File: src/hdl/lovg_ram.sv
module lovg_ram #(
  parameter int WIDTH = 8,
  parameter int DEPTH = 256
) (
  input  logic                     clk,
  input  logic                     we,
  input  logic [$clog2(DEPTH)-1:0] waddr,
  input  logic [WIDTH-1:0]         wdata,
  input  logic [$clog2(DEPTH)-1:0] raddr,
  output logic [WIDTH-1:0]         rdata
);

  logic [WIDTH-1:0] mem [DEPTH];

  // read returns old data on a same-address write
  always_ff @(posedge clk) begin
    if (we) begin
      mem[waddr] <= wdata;
    end
    rdata <= mem[raddr];
  end

endmodule

File: config.mk
export PLATFORM = sky130hd
export DESIGN_NAME = lovg_ram
export DESIGN_NICKNAME = d
export VERILOG_FILES = /design/src/hdl/lovg_ram.sv
export SDC_FILE = /design/constraint.sdc
export NUM_CORES = 2
export LEC_CHECK = 0
export BUFFER_PORTS_ARGS = -buffer_cell sky130_fd_sc_hd__buf_2
export CAP_MARGIN = 20
export CORE_MARGIN = 1.5
export CORE_UTILIZATION = 50
export CTS_CLUSTER_DIAMETER = 120
export DETAILED_ROUTE_END_ITERATION = 8
export PLACE_DENSITY = 0.65
export SETUP_SLACK_MARGIN = 0.05
export SLEW_MARGIN = 20
export SYNTH_ARGS = -nofsm -noshare
export SYNTH_HDL_FRONTEND = slang
export SYNTH_SLANG_ARGS = --single-unit
File: constraint.sdc
create_clock -name clk -period 4.62 [get_ports clk]
set_clock_uncertainty 0.15 [all_clocks]
set_input_delay 0.924 -clock clk [delete_from_list [all_inputs] [get_ports clk]]
set_output_delay 0.924 -clock clk [all_outputs]
set_load 0.01 [all_outputs]
# Yosys cells after proc, flatten, opt, wreduce, memory -nomap -nowiden
# Memories as Yosys holds them, arrays and structs flattened. A register that Yosys moved wholly into a read port is not among the register bits.
# Cells that the tools add are included.
# word_totals
ff_bits,0
latch_bits,0
ram_bits,2048
romBits,0
input_bits,26
output_inout_bits,8
wordCells,3
memories,1
# op_classes
n_addsub,0
mul,0
div_mod_pow,0
magnitude_cmp,0
n_eq_ne,0
shift,0
n_mux,2
bitwise_logic,0
reduce_logical,0
# mem_list
name,depth,width,read_ports,rd_clocked_by_memory_dff,wr,line_no,text
mem,256,8,1,1,1,13,logic [WIDTH-1:0] mem [DEPTH];
# op_table
cell,count
two-way mux 1 bit,2

# Longest topological paths before layout
# depth
word_depth,2
ltp_mapped,11
depth_no_buf,6

# Worst setup path after synthesis
# OpenSTA, ideal clock, no wires.
# synth_path
kind,input -> register
start,input raddr[0]
end,"register rdata[2], read port of mem"
setup_time_ps,131
t_arrival_ps,2731
t_required_ps,4339
slack_ps,1608
path_stages,9
n_path_buf,4
path_cell_list,buf_6 -> buf_12 -> buf_8 -> buf_2 -> mux4_2 -> a22oi_1 -> a21oi_1 -> nor4_1 -> nor4_2
# synth_lines
element,line_no,text
start: declaration,9,"input logic [$clog2(DEPTH)-1:0] raddr,"
end: declaration,10,output logic [WIDTH-1:0] rdata

==> run summary <==
vias in the first global route: 39650
Initial Utilization: 50.29%
leak pwr: 28.03 nW
hold_ws: 0.3727 ns
design area: 0.08982 mm2
gr ovfl total: 0
min-delay worst type: in -> reg
Sink Count: 2056
CTS root buffer: clkbuf_16
Layout Cells excl Fill: 6242
most common cell after layout, fill and taps aside: edfxtp_1
CTS tree: yes
Max VDD drop: 0.4032 mV
hpwl dp: 120.9 mm
outcome: finished, final reports clean
Final Power: 38.25 mW
worst reg2reg path depth: 6
RSZ-0062 raised after global routing: no
largest net degree at the start of global routing: 151
Tightest Pin Transition: 1.208 ns
Post-synth EDFFs: 2048
Mapped Nets: 3759
DIE WIDTH: 401.9 um
nets@finish: 4029
DRT Wirelength: 196.1 mm
Final min period: 3.670 ns
Top Metal Used: met5
Num CTS Buffers: 202
RR Endpoint: rdata[3]$_DFF_P_
Final Slew Violations: 0
FF+latch count, synth: 2056
worst reg2reg path startpoint: mem[82][3]$_DFFE_PP_
Rows: 146
Fillers: 11560
clk_lat worst skew: 0.86 ns
Worst EP required: 5.13 ns
routed wl met2: 92.64 mm
pwr dens: 425.9 mW/mm2
WL met1: 79.37 mm
max cap viols: 0
vias: 39390
depth of the CTS H-tree: 4
crit path capture type: flip-flop
CP Data Arrival Time: 4.18 ns
worst setup margin: 0.9500 ns
deepest clock path buffer count: 3
Inst Count DP: 5870
Synth async-reset ratio: 0%
global-route wire length before repair: 283.8 mm
antenna-violating nets left: 0
core area: 0.1582 mm2
WL/cell: 31.42 um
Pre-Repair DR Iteration Count: 6
Mapped Cells: 3733
pre-CTS WS: 0.1583 ns
most frequent cells in the layout: 2048 x edfxtp_1, 454 x mux4_2, 279 x nor2_1
synth warn: 0
r2r setup slk: 1.59 ns
Die Ht: 401.9 um
I/O pins: 34
crit path kind: in -> reg
cts repair resizes: 0
area grow syn2layout: 12.91%
final worst path period share: 79.44%
Netlist cell types: 55
Fmax achieved: 272.5 MHz
Final Hold Viols: 0
met3 WL: 18.16 mm
Clock transition at path regs: 0.06 ns
antenna violations before repair: 13
CP startpoint kind: input pin
area of the multi-input gates: 0.01650 mm2
port bufs: 33
worst-path maximum fanout: 38
DRT iter0 DRCs: 4989
Post-CTS Repair Setup Buffers: 0
Reg area: 0.06166 mm2
CTS Hold Bufs: 0
sequential-to-total area share from yosys stat: 77.50%
dpl cell area: 0.08347 mm2
Setup TNS Final: 0 ns
Hold Crit Depth: 1
Synth Flop Type: edfxtp_1
final setup vio count: 0
Hold EP: mem[87][4]$_DFFE_PP_
GPL Wtd Cong: 0.8555
DRC Markers: 0
slew margin rel.: 18.69%
synthesized area: 0.07956 mm2
Post-Syn Area per Cell: 21.31 um2
Via density: 6.310
share of layout cells above drive strength 1: 25.14%
die area: 0.1615 mm2
GRT Util Overall: 24.48%
hold path startpoint: wdata[4]
Core Util, Final: 56.78%
-- critical path, stage by stage --
cell	delay (ns)
buf_8	0.27
buf_12	0.28
buf_12	0.31
mux4_2	0.55
o211ai_1	0.29
nand3_1	0.21
nor4_1	1.07
nor4_1	0.17
-- per-layer routing --
layer / vias to the layer above / global-route usage, %
li1: 16240 / -
met1: 20930 / 35.09
met2: 1868 / 37.85
met3: 333 / 5.147
met4: 18 / 8.107
met5: - / 0
-- state kept, by name, indices dropped and copies added (netlist names) --
register and cells:
rdata 8, mem 2048
-- synthesized netlist by cell type (6+ instances only) --
library cell,instances,area share [%]
nor3_1,22,0.14
and2_1,6,0.047
a22oi_1,133,1.3
mux2i_1,134,1.7
buf_6,21,0.30
edfxtp_1,2048,77
a22o_1,8,0.088
a211oi_1,16,0.15
buf_2,31,0.20
nand4_1,10,0.079
o211ai_1,10,0.094
o22ai_1,28,0.22
nand3_1,34,0.21
nor4_1,24,0.19
buf_4,27,0.25
clkbuf_1,111,0.52
buf_12,8,0.20
buf_8,13,0.25
o221ai_1,46,0.51
nand2_1,33,0.16
buf_1,22,0.10
a221oi_1,13,0.14
o21ai_0,10,0.063
dfxtp_1,8,0.20
nor2b_1,31,0.24
nor2_1,282,1.3
mux4_2,454,13
nand2b_1,8,0.063
a21oi_1,96,0.60
-- area by class of cell --
| class | instances | area share, % |
|---|---|---|
| clock inverter | 112 | 1.131 |
| antenna | 6 | 0.01672 |
| multi-input combinational | 1442 | 18.37 |
| tap | 2072 | 2.886 |
| timing repair buffer | 299 | 3.056 |
| inverter | 2 | 0.008358 |
| sequential | 2056 | 68.64 |
| clock buffer | 253 | 5.885 |
-- report_power, final --
part           switching, mW  internal (mW)  total (mW)  leakage (nW)
clock                   7.00           8.74        15.7          3.08
combinational           1.23          0.680        1.91          6.48
sequential            0.0355           20.6        20.6          18.5
-- kinds of logic after synthesis --
logic type / Yosys count / synth area share [%]
AO/OA/AOI/OAI: 385 / 3.419
buffers and inverters: 235 / 1.831
flip-flops: 2056 / 77.50
multiplexers: 591 / 14.62
AND/OR/NAND/NOR: 466 / 2.628
-- worst max-delay path by stage --
stage | startpoint | end | cells past startpoint
6_report | raddr[0] | rdata[7]$_DFF_P_ | 8
5_1_grt | raddr[0] | rdata[7]$_DFF_P_ | 8
4_1_cts | raddr[0] | rdata[7]$_DFF_P_ | 9
3_5_place_dp | raddr[0] | rdata[7]$_DFF_P_ | 9
3_3_place_gp | raddr[0] | rdata[6]$_DFF_P_ | 8
2_1_floorplan | raddr[0] | rdata[2]$_DFF_P_ | 9
No activity file was read; power rests on OpenSTA's default activity.
