$ cat config.mk
export PLATFORM = sky130hd
export DESIGN_NAME = lovg_core
export DESIGN_NICKNAME = d
export VERILOG_FILES = /design/src/hdl/lovg_pkg.sv /design/src/hdl/lovg_core.sv
export SDC_FILE = /design/constraint.sdc
export NUM_CORES = 1
export LEC_CHECK = 0
export BUFFER_PORTS_ARGS = -buffer_cell sky130_fd_sc_hd__buf_2
export CAP_MARGIN = 10
export CORE_ASPECT_RATIO = 0.8
export CORE_MARGIN = 1.5
export CORE_UTILIZATION = 30
export CTS_BUF_LIST = sky130_fd_sc_hd__clkbuf_16
export CTS_CLUSTER_DIAMETER = 60
export DETAILED_ROUTE_END_ITERATION = 7
export SLEW_MARGIN = 20
export SYNTH_ARGS = -nofsm -noshare
export SYNTH_HDL_FRONTEND = slang
export SYNTH_SLANG_ARGS = --single-unit
$ cat constraint.sdc
create_clock -name clk -period 8.95 [get_ports clk]
set_clock_uncertainty 0.15 [all_clocks]
set_input_delay 0.895 -clock clk [delete_from_list [all_inputs] [get_ports clk]]
set_output_delay 0.895 -clock clk [all_outputs]
set_load 0.005 [all_outputs]
$ cat src/hdl/lovg_pkg.sv
package lovg_pkg;

  // grid geometry
  localparam int X_CELLS    = 64;
  localparam int Y_CELLS    = 64;
  localparam int Z_CELLS    = 16;
  localparam int GRID_CELLS = X_CELLS * Y_CELLS * Z_CELLS;
  localparam int ADDR_W     = $clog2(GRID_CELLS);

  localparam int COORD_W = 10;
  localparam int VAL_W   = 12;
  localparam int RAD_W   = 8;
  localparam int WIN_W   = COORD_W + 2;
  localparam int CELL_W  = VAL_W + 1;   // {known, log odds}
  localparam int APB_AW  = 5;
  localparam int APB_DW  = 32;

  // register reset values
  localparam logic signed [VAL_W-1:0] CLAMP_MIN_RST = -12'sd510;
  localparam logic signed [VAL_W-1:0] CLAMP_MAX_RST = 12'sd890;
  localparam logic signed [VAL_W-1:0] OCC_THR_RST   = 12'sd355;
  localparam logic [RAD_W-1:0]        RADIUS_RST    = 8'd10;

  typedef enum logic [2:0] {
    REG_CLAMP_MIN = 3'd0,
    REG_CLAMP_MAX = 3'd1,
    REG_OCC_THR   = 3'd2,
    REG_RAD_X     = 3'd3,
    REG_RAD_Y     = 3'd4,
    REG_RAD_Z     = 3'd5
  } reg_idx_t;

  typedef enum logic [1:0] {
    ACT_ADD   = 2'd0,
    ACT_QUERY = 2'd1,
    ACT_MARK  = 2'd2
  } action_t;

  typedef enum logic [1:0] {
    ST_OUTSIDE = 2'd0,
    ST_FREE    = 2'd1,
    ST_OCC     = 2'd2
  } state_code_t;

  typedef enum logic {
    PH_CLEAR = 1'b0,
    PH_RUN   = 1'b1
  } phase_t;

  typedef struct packed {
    logic signed [VAL_W-1:0] clamp_min;
    logic signed [VAL_W-1:0] clamp_max;
    logic signed [VAL_W-1:0] occ_thr;
    logic [RAD_W-1:0]        rad_x;
    logic [RAD_W-1:0]        rad_y;
    logic [RAD_W-1:0]        rad_z;
  } cfg_t;

  typedef struct packed {
    logic              en;
    logic [ADDR_W-1:0] addr;
    logic [CELL_W-1:0] data;
  } wr_t;

endpackage

$ cat src/hdl/lovg_core.sv
module lovg_core import lovg_pkg::*; (
  input  logic                      clk,
  input  logic                      rst_n,
  input  logic                      accept,
  input  logic [1:0]                in_action,
  input  logic signed [COORD_W-1:0] in_cell_x,
  input  logic signed [COORD_W-1:0] in_cell_y,
  input  logic signed [COORD_W-1:0] in_cell_z,
  input  logic signed [COORD_W-1:0] in_center_x,
  input  logic signed [COORD_W-1:0] in_center_y,
  input  logic signed [COORD_W-1:0] in_center_z,
  input  logic signed [VAL_W-1:0]   in_log_odds_delta,
  input  cfg_t                      cfg,
  input  logic [CELL_W-1:0]         ram_q,
  output logic [ADDR_W-1:0]         ram_raddr,
  output wr_t                       wr,
  output logic                      out_valid,
  output logic                      out_inside_map,
  output logic [1:0]                out_state_code,
  output logic signed [VAL_W-1:0]   out_cell_value
);

  function automatic logic in_win(input logic signed [COORD_W-1:0] c,
                                  input logic signed [COORD_W-1:0] ctr,
                                  input logic [RAD_W-1:0] r);
    logic signed [WIN_W-1:0] ce;
    logic signed [WIN_W-1:0] lo;
    logic signed [WIN_W-1:0] hi;
    ce = WIN_W'(ctr);
    lo = ce - $signed({{(WIN_W-RAD_W){1'b0}}, r});
    hi = ce + $signed({{(WIN_W-RAD_W){1'b0}}, r});
    return (WIN_W'(c) >= lo) && (WIN_W'(c) <= hi);
  endfunction

  // ---- accept stage: address, bounds, window, forwarding check
  logic              x_ok, y_ok, z_ok, inside0, win0, fwd0;
  logic [ADDR_W-1:0] addr0;

  assign x_ok = !in_cell_x[COORD_W-1] &&
                ({1'b0, in_cell_x[COORD_W-2:0]} < COORD_W'(X_CELLS));
  assign y_ok = !in_cell_y[COORD_W-1] &&
                ({1'b0, in_cell_y[COORD_W-2:0]} < COORD_W'(Y_CELLS));
  assign z_ok = !in_cell_z[COORD_W-1] &&
                ({1'b0, in_cell_z[COORD_W-2:0]} < COORD_W'(Z_CELLS));
  assign inside0 = x_ok && y_ok && z_ok;

  assign addr0 = ADDR_W'(in_cell_x[COORD_W-2:0]) * ADDR_W'(Y_CELLS * Z_CELLS)
               + ADDR_W'(in_cell_y[COORD_W-2:0]) * ADDR_W'(Z_CELLS)
               + ADDR_W'(in_cell_z[COORD_W-2:0]);
  assign ram_raddr = addr0;

  assign win0 = in_win(in_cell_x, in_center_x, cfg.rad_x) &&
                in_win(in_cell_y, in_center_y, cfg.rad_y) &&
                in_win(in_cell_z, in_center_z, cfg.rad_z);

  // ---- update stage registers
  logic                    s1_valid_r;
  logic                    s1_inside_r;
  logic                    s1_win_r;
  logic [1:0]              s1_action_r;
  logic signed [VAL_W-1:0] s1_delta_r;
  logic [ADDR_W-1:0]       s1_addr_r;
  logic                    fwd_hit_r;
  logic [CELL_W-1:0]       fwd_data_r;
  logic [CELL_W-1:0]       cell_after;

  // cell still being updated is the one just issued for read
  assign fwd0 = s1_valid_r && s1_inside_r && inside0 && (addr0 == s1_addr_r);

  always_ff @(posedge clk) begin
    if (!rst_n) begin
      s1_valid_r <= 1'b0;
    end else begin
      s1_valid_r <= accept;
    end
  end

  always_ff @(posedge clk) begin
    if (accept) begin
      s1_inside_r <= inside0;
      s1_win_r    <= win0;
      s1_action_r <= in_action;
      s1_delta_r  <= in_log_odds_delta;
      s1_addr_r   <= addr0;
      fwd_hit_r   <= fwd0;
      fwd_data_r  <= cell_after;
    end
  end

  // ---- read-modify-write
  logic [CELL_W-1:0]       rd;
  logic                    known;
  logic signed [VAL_W-1:0] unk_val, v, wdata, v_after;
  logic signed [VAL_W:0]   sum;
  logic                    we;
  logic [1:0]              code;

  assign rd      = fwd_hit_r ? fwd_data_r : ram_q;
  assign known   = rd[CELL_W-1];
  // unknown cell reads one LSB below the lower clamp, saturated
  assign unk_val = (cfg.clamp_min == {1'b1, {(VAL_W-1){1'b0}}}) ? cfg.clamp_min
                                                                : cfg.clamp_min - VAL_W'(1);
  assign v       = known ? $signed(rd[VAL_W-1:0]) : unk_val;
  assign sum     = (VAL_W+1)'(v) + (VAL_W+1)'(s1_delta_r);

  always_comb begin
    we    = 1'b0;
    wdata = v;
    unique case (s1_action_r)
      ACT_ADD: begin
        priority if (!s1_delta_r[VAL_W-1] && v >= cfg.clamp_max) begin
          we = 1'b0;
        end else if (s1_delta_r <= 0 && v < cfg.clamp_min) begin
          we    = 1'b1;
          wdata = cfg.clamp_min;
        end else begin
          we = 1'b1;
          priority if (sum > (VAL_W+1)'(cfg.clamp_max) &&
                       (VAL_W+1)'(cfg.clamp_max) >= (VAL_W+1)'(cfg.clamp_min)) begin
            wdata = cfg.clamp_max;
          end else if (sum < (VAL_W+1)'(cfg.clamp_min)) begin
            // min above max collapses to max
            wdata = (cfg.clamp_min > cfg.clamp_max) ? cfg.clamp_max : cfg.clamp_min;
          end else if (sum > (VAL_W+1)'(cfg.clamp_max)) begin
            wdata = cfg.clamp_max;
          end else begin
            wdata = sum[VAL_W-1:0];
          end
        end
      end
      ACT_MARK: begin
        we    = 1'b1;
        wdata = cfg.clamp_max;
      end
      default: begin
        we = 1'b0;
      end
    endcase
  end

  assign v_after    = we ? wdata : v;
  assign cell_after = we ? {1'b1, wdata} : rd;
  assign code       = (s1_win_r && v_after > cfg.occ_thr) ? ST_OCC : ST_FREE;

  always_comb begin
    wr.en   = s1_valid_r && s1_inside_r && we;
    wr.addr = s1_addr_r;
    wr.data = {1'b1, wdata};
  end

  // ---- result register
  logic                    out_valid_r;
  logic                    out_inside_r;
  logic [1:0]              out_code_r;
  logic signed [VAL_W-1:0] out_value_r;

  always_ff @(posedge clk) begin
    if (!rst_n) begin
      out_valid_r <= 1'b0;
    end else begin
      out_valid_r <= s1_valid_r;
    end
  end

  always_ff @(posedge clk) begin
    if (s1_valid_r) begin
      out_inside_r <= s1_inside_r;
      out_code_r   <= s1_inside_r ? code : ST_OUTSIDE;
      out_value_r  <= s1_inside_r ? v_after : '0;
    end
  end

  assign out_valid      = out_valid_r;
  assign out_inside_map = out_inside_r;
  assign out_state_code = out_code_r;
  assign out_cell_value = out_value_r;

`ifndef SYNTH
  a_result_latency: assert property (@(posedge clk) disable iff (!rst_n)
    out_valid_r |-> $past(accept, 2))
    else $error("result without a transaction two cycles earlier");

  a_write_inside: assert property (@(posedge clk) disable iff (!rst_n)
    wr.en |-> (s1_valid_r && s1_inside_r))
    else $error("memory write for an out-of-map cell");

  a_outside_zero: assert property (@(posedge clk) disable iff (!rst_n)
    (out_valid_r && !out_inside_r) |-> (out_code_r == ST_OUTSIDE && out_value_r == '0))
    else $error("out-of-map result not zero");

  a_write_clamped: assert property (@(posedge clk) disable iff (!rst_n)
    (wr.en && cfg.clamp_min <= cfg.clamp_max) |->
      ($signed(wr.data[VAL_W-1:0]) >= cfg.clamp_min &&
       $signed(wr.data[VAL_W-1:0]) <= cfg.clamp_max))
    else $error("written log odds outside clamp range");
`endif

endmodule

# ---- Word level (Yosys, flattened, before mapping)
# Cells that the tools add are included.
dict set report word_totals {
  ff_bits 63
  inputBits 150
  out_inout_bits 62
  word_cells 81
}
dict set report classes {
  add_sub_neg 10
  n_lt_le_gt_ge 17
  eq_ne 3
  n_mux 15
  n_reduce_logical 23
}
# op n
set op_table {}
lappend op_table {{12-bit two-way mux} 10}
lappend op_table {{10-bit by 9-bit adder with 11-bit output} 3}
lappend op_table {{10-bit by 11-bit greater-or-equal comparator with 1-bit output} 3}
lappend op_table {{10-bit by 11-bit less-or-equal comparator with 1-bit output} 3}
lappend op_table {{10-bit by 9-bit subtractor with 11-bit output} 3}
lappend op_table {{12-bit greater-or-equal comparator} 2}
lappend op_table {{12-bit greater-than comparator} 2}
lappend op_table {{12-bit case mux with 2 select lines} 1}
lappend op_table {{1-bit logical AND} 18}
lappend op_table {{9-bit by 7-bit less-than comparator with 1-bit output (second input constant)} 2}
lappend op_table {{16-bit by 13-bit adder with 16-bit output} 1}
lappend op_table {{16-bit by 9-bit adder with 16-bit output} 1}
lappend op_table {{16-bit == test} 1}
lappend op_table {{12-bit by 12-bit adder with 13-bit output} 1}
lappend op_table {{13-bit by 12-bit greater-than comparator with 1-bit output} 1}
lappend op_table {{13-bit by 12-bit less-than comparator with 1-bit output} 1}
lappend op_table {{13-bit two-way mux} 1}
lappend op_table {{12-bit == test (second input constant)} 1}
lappend op_table {{12-bit by 1-bit less-or-equal comparator with 1-bit output (second input constant)} 1}
lappend op_table {{12-bit less-than comparator} 1}
lappend op_table {{12-bit by 2-bit subtractor with 12-bit output (second input constant)} 1}
lappend op_table {{9-bit by 5-bit less-than comparator with 1-bit output (second input constant)} 1}
lappend op_table {{1-bit zero test} 4}
lappend op_table {{2-bit == test (second input constant)} 1}
lappend op_table {{other kinds (4)} 4}

# ---- Logic depth before layout (Yosys ltp)
# Gate-level depths: netlist of run 1.
dict set report logic_depth {
  depth_word 15
  depth_mapped 35
  mapped_depth_nobuf 35
}

# ---- Worst setup path before layout of run 1
# OpenSTA, ideal clock, no wires.
dict set report synth_path {
  path_kind {input-to-reg}
  start {input port cfg[48] (netlist name)}
  end {register out_code_r[1] (netlist: out_state_code[1]) (data pin)}
  t_arrival_ns 6.813
  t_required_ns 8.541
  slack_ns 1.728
  path_stages 31
  path_buffers 1
  cell_sequence {inv_1 > ha_1 > nor3b_2 > nand4_2 > and4_1 > o31ai_2 > inv_1 > ha_1 > a211o_1 > a211o_1 > a41oi_2 > o21bai_1 > a21oi_1 > xnor2_1 > ha_1 > or4b_1 > o31ai_2 > o21a_4 > buf_6 > nor2_1 > o32ai_1 > ha_1 > nor2b_1 > o21a_1 > o21a_1 > o21ai_0 > nand2b_1 > a21oi_1 > o21ai_0 > a31oi_1 > nor2_1}
}
dict set report synth_between {
  elab_chain_cells 15
}
# item line
set synth_lines {}
lappend synth_lines {{start: declaration} lovg_core.sv:13} ;# input cfg_t cfg,
lappend synth_lines {{12-bit by 2-bit subtractor with 12-bit output or 12-bit == test (tied branches)} {lovg_core.sv:102, lovg_core.sv:101}}
lappend synth_lines {{12-bit two-way mux} lovg_core.sv:101} ;# assign unk_val = (cfg.clamp_min == {1'b1, {(VAL_W-1){1'b0}}}) ? cfg.clamp_min
lappend synth_lines {{12-bit two-way mux} lovg_core.sv:103} ;# assign v = known ? $signed(rd[VAL_W-1:0]) : unk_val;
lappend synth_lines {{12-bit by 12-bit adder with 13-bit output} lovg_core.sv:104} ;# assign sum = (VAL_W+1)'(v) + (VAL_W+1)'(s1_delta_r);
lappend synth_lines {{13-bit by 12-bit greater-than comparator with 1-bit output} {lovg_core.sv:118, lovg_core.sv:124}}
lappend synth_lines {{12-bit two-way mux} lovg_core.sv:124} ;# end else if (sum > (VAL_W+1)'(cfg.clamp_max)) begin
lappend synth_lines {{12-bit two-way mux} lovg_core.sv:121} ;# end else if (sum < (VAL_W+1)'(cfg.clamp_min)) begin
lappend synth_lines {{12-bit two-way mux} lovg_core.sv:118} ;# priority if (sum > (VAL_W+1)'(cfg.clamp_max) &&
lappend synth_lines {{12-bit two-way mux} lovg_core.sv:113} ;# end else if (s1_delta_r <= 0 && v < cfg.clamp_min) begin
lappend synth_lines {{12-bit two-way mux} lovg_core.sv:111} ;# priority if (!s1_delta_r[VAL_W-1] && v >= cfg.clamp_max) begin
lappend synth_lines {{12-bit case mux with 2 select lines} lovg_core.sv:109} ;# unique case (s1_action_r)
lappend synth_lines {{12-bit two-way mux *} lovg_core.sv:141} ;# assign v_after = we ? wdata : v;
lappend synth_lines {{net v_after[1]} lovg_core.sv:93} ;# logic signed [VAL_W-1:0] unk_val, v, wdata, v_after;
lappend synth_lines {{12-bit greater-than comparator *} lovg_core.sv:143} ;# assign code = (s1_win_r && v_after > cfg.occ_thr) ? ST_OCC : ST_FREE;
lappend synth_lines {{1-bit logical AND *} lovg_core.sv:143}
lappend synth_lines {{2-bit two-way mux *} lovg_core.sv:143}
lappend synth_lines {{end signal: assignment} lovg_core.sv:168} ;# out_code_r <= s1_inside_r ? code : ST_OUTSIDE;
lappend synth_lines {{end: declaration} lovg_core.sv:154} ;# logic [1:0] out_code_r;
# The timed path passes the listed nets; every way through them passes the cells marked *.
# A chain may end at the register's enable or synchronous reset.

==> impl_metrics.json, run 1 <==
{
  "drv_cap": 0,
  "r2r_cells": 27,
  "synth-seq-cells": 63,
  "nets": 1741,
  "grt_use_total": 0.197,
  "min_to": "out_state_code[1]$_SDFFCE_PN0P_",
  "clkLatencyLatePin_ns": 0.36,
  "irDropWorstVdd_uv": 93.3,
  "final_util": 0.364,
  "holdPathStages": 2,
  "drc": 0,
  "post_cts_buffers": 0,
  "final_cell_mix": "ha_1, buf_2, inv_1",
  "max_slew_margin": 0.312,
  "die_y_um": 166,
  "min_path_type": "reg2reg",
  "synth_warnings": 0,
  "worstReg2RegStart": "fwd_hit_r$_DFFE_PP_",
  "grt_first_pass_wirelength_mm": 51.4,
  "required_ns": 7.91,
  "syn_area_sq_mm": 0.00993,
  "routed.top_layer": "met4",
  "tns_ns": 0,
  "report.final.hold_viol_count": 0,
  "io_pins": 212,
  "worstPathCellList": "buf_2 -> inv_1 -> ha_1 -> nor3b_2 -> nand4_2 -> and4_1 -> o31ai_2 -> inv_1 -> ha_1 -> a21oi_1 -> a41oi_1 -> a31oi_1 -> o211ai_1 -> o21ai_0 -> ha_1 -> nor3b_1 -> o22ai_1 -> o21ai_0 -> and2_1 -> buf_4 -> o22ai_1 -> and2_1 -> o32ai_1 -> buf_2",
  "path_clk_slew_ns": 0.06,
  "ant_nets": 0,
  "grt_pass1_vias": 8988,
  "syn_inst": 1157,
  "wl_met3_mm": 2.77,
  "r2r-end": "out_state_code[1]$_SDFFCE_PN0P_",
  "start_util": 0.305,
  "worst_pin_slew_ns": 1.00,
  "place_hpwl_mm": 29.4,
  "num_rows": 59,
  "clock-sinks": 63,
  "period_needed_ns": 8.18,
  "dieArea_sq_mm": 0.0342,
  "setup_viol": 0,
  "critPathMaxFanout": 8,
  "hold_start": "s1_win_r$_DFFE_PP_",
  "critical_path.top_delay_family": "compound AO/OA/AOI/OAI gates",
  "end_kind": "output port",
  "clock.fmax_ghz": 0.122,
  "synthFlopType": "edfxtp_1",
  "synth_edf_count": 61,
  "leakagePower_nw": 5.53,
  "crit_arrival_ns": 7.14,
  "cp_common_cell": "ha_1",
  "numCtsBuffers": 9,
  "ys_seq_area_frac": 0.189,
  "wirelength_mm": 34.5,
  "finalCritPeriodShare": 0.914,
  "wl_met2_mm": 14.6,
  "antenna_found_initial": 2,
  "fillers": 3416,
  "max-clock-path-buffers": 2,
  "slowest_stage": "o32ai_1",
  "gp_congestion": 0.991,
  "grt.overflow.total": 0,
  "first_pass_iters": 6,
  "wl_per_cell_um": 19.1,
  "grt_max_degree": 48,
  "cts_root_buffer": "clkbuf_16",
  "reg2reg_slack_ns": 1.38,
  "vias_per_cell": 5.35,
  "synth.net_count": 1525,
  "synth.top_cell.area_share": 0.265,
  "num_vias": 9664,
  "drive_gt1_frac": 0.203,
  "power_density_mw_per_mm2": 150,
  "portBuffers": 210,
  "post_cts_resized": 0,
  "drt-initial-drc-count": 649,
  "coreArea_sq_mm": 0.0326,
  "met1Wirelength_mm": 16.5,
  "synth_area_leaders": "ha_1, edfxtp_1, xnor2_1, a21oi_1, inv_1",
  "grt_setup_unrepaired": "false",
  "die_w_um": 206,
  "htreeDepth": 3,
  "holdBufCountCts": 0,
  "worst-path-buf-inv": 5,
  "cpPeakStageDelay_ns": 0.59,
  "async_flop_share": 0,
  "cts_tree": "done",
  "syn_to_final_growth_pct": 19.2,
  "synth_top_cell_by_area": "ha_1",
  "path_class": "in2out",
  "status": "completed",
  "ys_types": 80,
  "startpoint_type": "input pin",
  "drv_slew": 0,
  "syn_area_per_cell_sq_um": 8.58
}
## tightest hold or removal path: stages, from the launching register on
cell and delay, ns:
edfxtp_1 0.35, nand2_1 0.05, nor2_1 0.11
## logic make-up (layout without fill, tap and decap cells)
logic type | Yosys count | count (layout) | share of synthesized area
AOI/OAI and AO/OA | 339 | 339 | 0.231
and+or+nand+nor | 291 | 291 | 0.151
buffers and inverters | 147 | 368 | 0.0588
DFF | 63 | 63 | 0.189
muxes | 16 | 16 | 0.0168
adders and majority gates | 218 | 218 | 0.281
xor gates and xnor gates | 82 | 82 | 0.0723
other | 1 | 2 | 0.000378
## registers in the layout, summed over array words and instances, names as in the netlist
signal / flops
s1_delta_r: 12
s1_addr_r: 16
out_cell_value: 12
s1_valid_r: 1
out_state_code: 2
fwd_data_r: 13
fwd_hit_r: 1
out_inside_map: 1
out_valid: 1
s1_inside_r: 1
s1_action_r: 2
s1_win_r: 1
## synthesized netlist by cell type, types with 5 or more instances
cell         n
mux2_2       5
nand3_1     31
a211oi_1     9
a21oi_1     98
edfxtp_1    61
nand2b_1    17
o21ai_0     64
buf_2        5
o221ai_1     6
a31oi_1     12
and3_1       6
nand4_1     19
xnor2_1     60
o211ai_1     8
o22ai_1     14
a2111oi_0    6
nor4_1      10
ha_1       210
or2_2        7
o31a_1       5
o21bai_1    15
o21a_1      17
mux2i_1     11
nor3_1      13
xor2_1      22
inv_1      122
fa_1         8
nand2_1     57
o32ai_1      9
o31ai_1      5
nor2b_1     20
and2_1      22
a21o_1      17
clkbuf_1    12
a221o_1      7
buf_4        5
a211o_1      7
nor2_1      69
## cell type report
type                       count  area [sq um]  area share
antenna                        1          2.50    0.000211
clock buffer                   9           225      0.0190
clock inverter                 7          71.3     0.00602
inverter                     122           458      0.0387
multi-input combinational    947          7470       0.631
sequential                    63          1870       0.158
tap                          427           534      0.0451
timing repair buffer         230          1200       0.101
## where the power goes
group          switching (W)  leakage (nW)  internal (W)
clock               0.000156         0.142      0.000217
sequential         0.0000191         0.612      0.000361
combinational       0.000606          4.78      0.000415
total               0.000781          5.53      0.000992
## worst max path at each step
stage	startpoint	endpoint	slack [ns]	cells after the start
after floorplan	cfg[48]	out_state_code[1]$_SDFFCE_PN0P_	1.73	31
after global placement	cfg[48]	out_state_code[1]$_SDFFCE_PN0P_	0.92	33
after CTS	cfg[48]	wr[4]	0.90	25
after global routing	cfg[49]	out_state_code[1]$_SDFFCE_PN0P_	0.32	31
after detailed placement	cfg[48]	out_state_code[1]$_SDFFCE_PN0P_	0.77	32
final	cfg[49]	wr[4]	0.77	24
## per-layer routing
layer | vias to the layer above | global-route usage
li1 | 4716 | -
met1 | 4533 | 0.288
met2 | 373 | 0.295
met3 | 42 | 0.0386
met4 | 0 | 0.0438
met5 | - | 0
## per-stage QoR
step | total power, W | cell area (sq um) | hold slack (ns) | setup slack (ns) | instances
after global placement | 0.00138 | 11500 | 0.414 | 0.915 | 1789
after detailed placement | 0.00139 | 11500 | 0.484 | 0.766 | 1789
after global routing | 0.00191 | 11800 | 0.536 | 0.321 | 1806
after CTS | 0.00177 | 11800 | 0.498 | 0.902 | 1805
after floorplan | 0.00105 | 9930 | 0.354 | 1.73 | 1157
final | 0.00177 | 11800 | 0.484 | 0.769 | 1806
No activity file was read; power rests on OpenSTA's default activity.
==> inputs of run 2 (changes only) <==
--- a/config.mk
+++ b/config.mk
@@ -9,10 +9,11 @@
 export CAP_MARGIN = 10
 export CORE_ASPECT_RATIO = 0.8
 export CORE_MARGIN = 1.5
-export CORE_UTILIZATION = 30
+export CORE_UTILIZATION = 57
 export CTS_BUF_LIST = sky130_fd_sc_hd__clkbuf_16
 export CTS_CLUSTER_DIAMETER = 60
 export DETAILED_ROUTE_END_ITERATION = 7
+export PLACE_DENSITY = 0.83
 export SLEW_MARGIN = 20
 export SYNTH_ARGS = -nofsm -noshare
 export SYNTH_HDL_FRONTEND = slang
==> run 2 against run 1 <==
Effect of this change:
- critical endpoint is now wr[6]
- combinational power hardly changed
- highest routed layer is now met5
- count of clock-buffer cells in the layout stayed put
- clock power is 8.1% higher
- first-iteration DRC count is 38% higher
- worst setup slack worse by 0.091 ns
- global-route usage is 16 points higher
- sequential share of layout area is 0.37 points higher
- non-clock buffer count is 6 lower
- register-to-register slack worse by 0.18 ns
- design area is 2.3% lower
- worst hold slack worse by 0.021 ns
==> impl_metrics.json, run 2 (synthesis results as in run 1) <==
{
  "power_density_mw_per_mm2": 155,
  "start_util": 0.590,
  "min_path_type": "reg2reg",
  "dp.cells": 1576,
  "setup_viol": 0,
  "place_area_sq_mm": 0.0112,
  "max-clock-path-buffers": 2,
  "die_y_um": 121,
  "p_int_w": 0.00102,
  "first_pass_iters": 6,
  "slowest_stage": "o32ai_1",
  "diodes": 0,
  "dp_slack_ns": 0.585,
  "holdBufCountCts": 0,
  "wl_met2_mm": 13.6,
  "drv_slew": 0,
  "worst_pin_slew_ns": 1.05,
  "leakagePower_nw": 5.53,
  "instances_no_fill": 1592,
  "irDropWorstVdd_uv": 130,
  "cts_tree": "done",
  "coreArea_sq_mm": 0.0168,
  "grt_setup_unrepaired": "false",
  "cts_root_buffer": "clkbuf_16",
  "grt_max_degree": 48,
  "critical_path.top_delay_family": "compound AO/OA/AOI/OAI gates",
  "reg.largest.list": "s1_addr_r x16, fwd_data_r x13",
  "io_pins": 212,
  "wl_per_cell_um": 20.5,
  "tns_ns": 0,
  "mostFrequentLayoutCell": "ha_1",
  "drc": 0,
  "post_cts_resized": 0,
  "design_area_sq_mm": 0.0116,
  "holdPathStages": 2,
  "post_cts_buffers": 0,
  "path_clk_slew_ns": 0.06,
  "r2r-end": "out_state_code[1]$_SDFFCE_PN0P_",
  "die_w_um": 151,
  "grt_use_total": 0.358,
  "nets": 1735,
  "met1Wirelength_mm": 14.4,
  "clock.fmax_ghz": 0.121,
  "vias_per_cell": 6.17,
  "place_hpwl_mm": 27.0,
  "drv_cap": 0,
  "report.final.hold_viol_count": 0,
  "clock-sinks": 63,
  "wl_met3_mm": 3.80,
  "clkLatencyLatePin_ns": 0.35,
  "drive_gt1_frac": 0.201,
  "status": "completed",
  "cp_common_cell": "ha_1",
  "htreeDepth": 3,
  "worst-path-buf-inv": 5,
  "syn_to_final_growth_pct": 16.5,
  "max_slew_margin": 0.290,
  "path_class": "in2out",
  "routed.top_layer": "met5",
  "wirelength_mm": 32.6,
  "gp_congestion": 1.07,
  "r2r_cells": 30,
  "ant_nets": 0,
  "switching_share": 0.431,
  "grt_pass1_vias": 9242,
  "p_switching_w": 0.000771,
  "fillers": 1389,
  "cpPeakStageDelay_ns": 0.56,
  "portBuffers": 210,
  "antenna_found_initial": 0,
  "regMostFlops": "s1_addr_r",
  "p_seq_frac": 0.213,
  "num_rows": 42,
  "min_to": "out_state_code[1]$_SDFFCE_PN0P_",
  "largest_reg_flops": 16,
  "num_vias": 9821,
  "required_ns": 7.91,
  "layout_setup_ws_ns": 0.679,
  "grt.overflow.total": 0,
  "critPathMaxFanout": 7,
  "clkPwrFrac": 0.225,
  "end_kind": "output port",
  "grt_first_pass_wirelength_mm": 49.1,
  "drt-initial-drc-count": 896,
  "numCtsBuffers": 9,
  "hold_start": "s1_win_r$_DFFE_PP_",
  "period_needed_ns": 8.27,
  "finalCritPeriodShare": 0.924,
  "reg2reg_slack_ns": 1.20,
  "dieArea_sq_mm": 0.0182,
  "worstReg2RegStart": "fwd_hit_r$_DFFE_PP_",
  "crit_arrival_ns": 7.23,
  "comb_power_share": 0.563,
  "p_total_w": 0.00179,
  "startpoint_type": "input pin",
  "final_cell_mix": "ha_1, buf_2, inv_1"
}
-- run 2: worst max path at each step --
stage / startpoint / endpoint / depth (start not counted)
2_1_floorplan: cfg[48] / out_state_code[1]$_SDFFCE_PN0P_ / 31
3_3_place_gp: cfg[48] / out_state_code[1]$_SDFFCE_PN0P_ / 34
3_5_place_dp: cfg[48] / out_state_code[1]$_SDFFCE_PN0P_ / 34
4_1_cts: cfg[48] / wr[6] / 25
5_1_grt: cfg[49] / out_state_code[1]$_SDFFCE_PN0P_ / 34
6_report: cfg[48] / wr[6] / 25
-- run 2: worst min-delay path, delay by kind of cell (launching register included) --
family           cells  cell delay (ns)
and+or+nand+nor      2             0.14
DFF                  1             0.34
-- run 2: layout make-up --
type | instances | area (sq um) | area share
clock inverter | 7 | 103 | 0.00887
clock buffer | 9 | 225 | 0.0195
multi-input combinational | 947 | 7470 | 0.646
timing repair buffer | 224 | 1160 | 0.100
tap | 220 | 275 | 0.0238
sequential | 63 | 1870 | 0.162
inverter | 122 | 458 | 0.0396
-- run 2: routing by layer --
| metal | GRT usage | vias up |
|---|---|---|
| met1 | 0.503 | 4500 |
| li1 | - | 4702 |
| met5 | 0.0353 | - |
| met4 | 0.0944 | 2 |
| met2 | 0.538 | 552 |
| met3 | 0.0944 | 65 |
-- run 2: through the flow --
stage               utilization  hold WS, ns
finish                    0.688        0.463
global route              0.688        0.531
CTS                       0.688        0.471
detailed placement        0.668        0.457
global placement          0.668        0.409
floorplan                     -        0.354
-- run 2: power groups by stage --
stage | combinational [W] | clock, W | sequential [W]
global route | 0.00110 | 0.000415 | 0.000383
finish | 0.00101 | 0.000402 | 0.000380
floorplan | 0.000664 | 0 | 0.000381
detailed placement | 0.000970 | 0 | 0.000386
global placement | 0.000953 | 0 | 0.000385
CTS | 0.000978 | 0.000404 | 0.000380
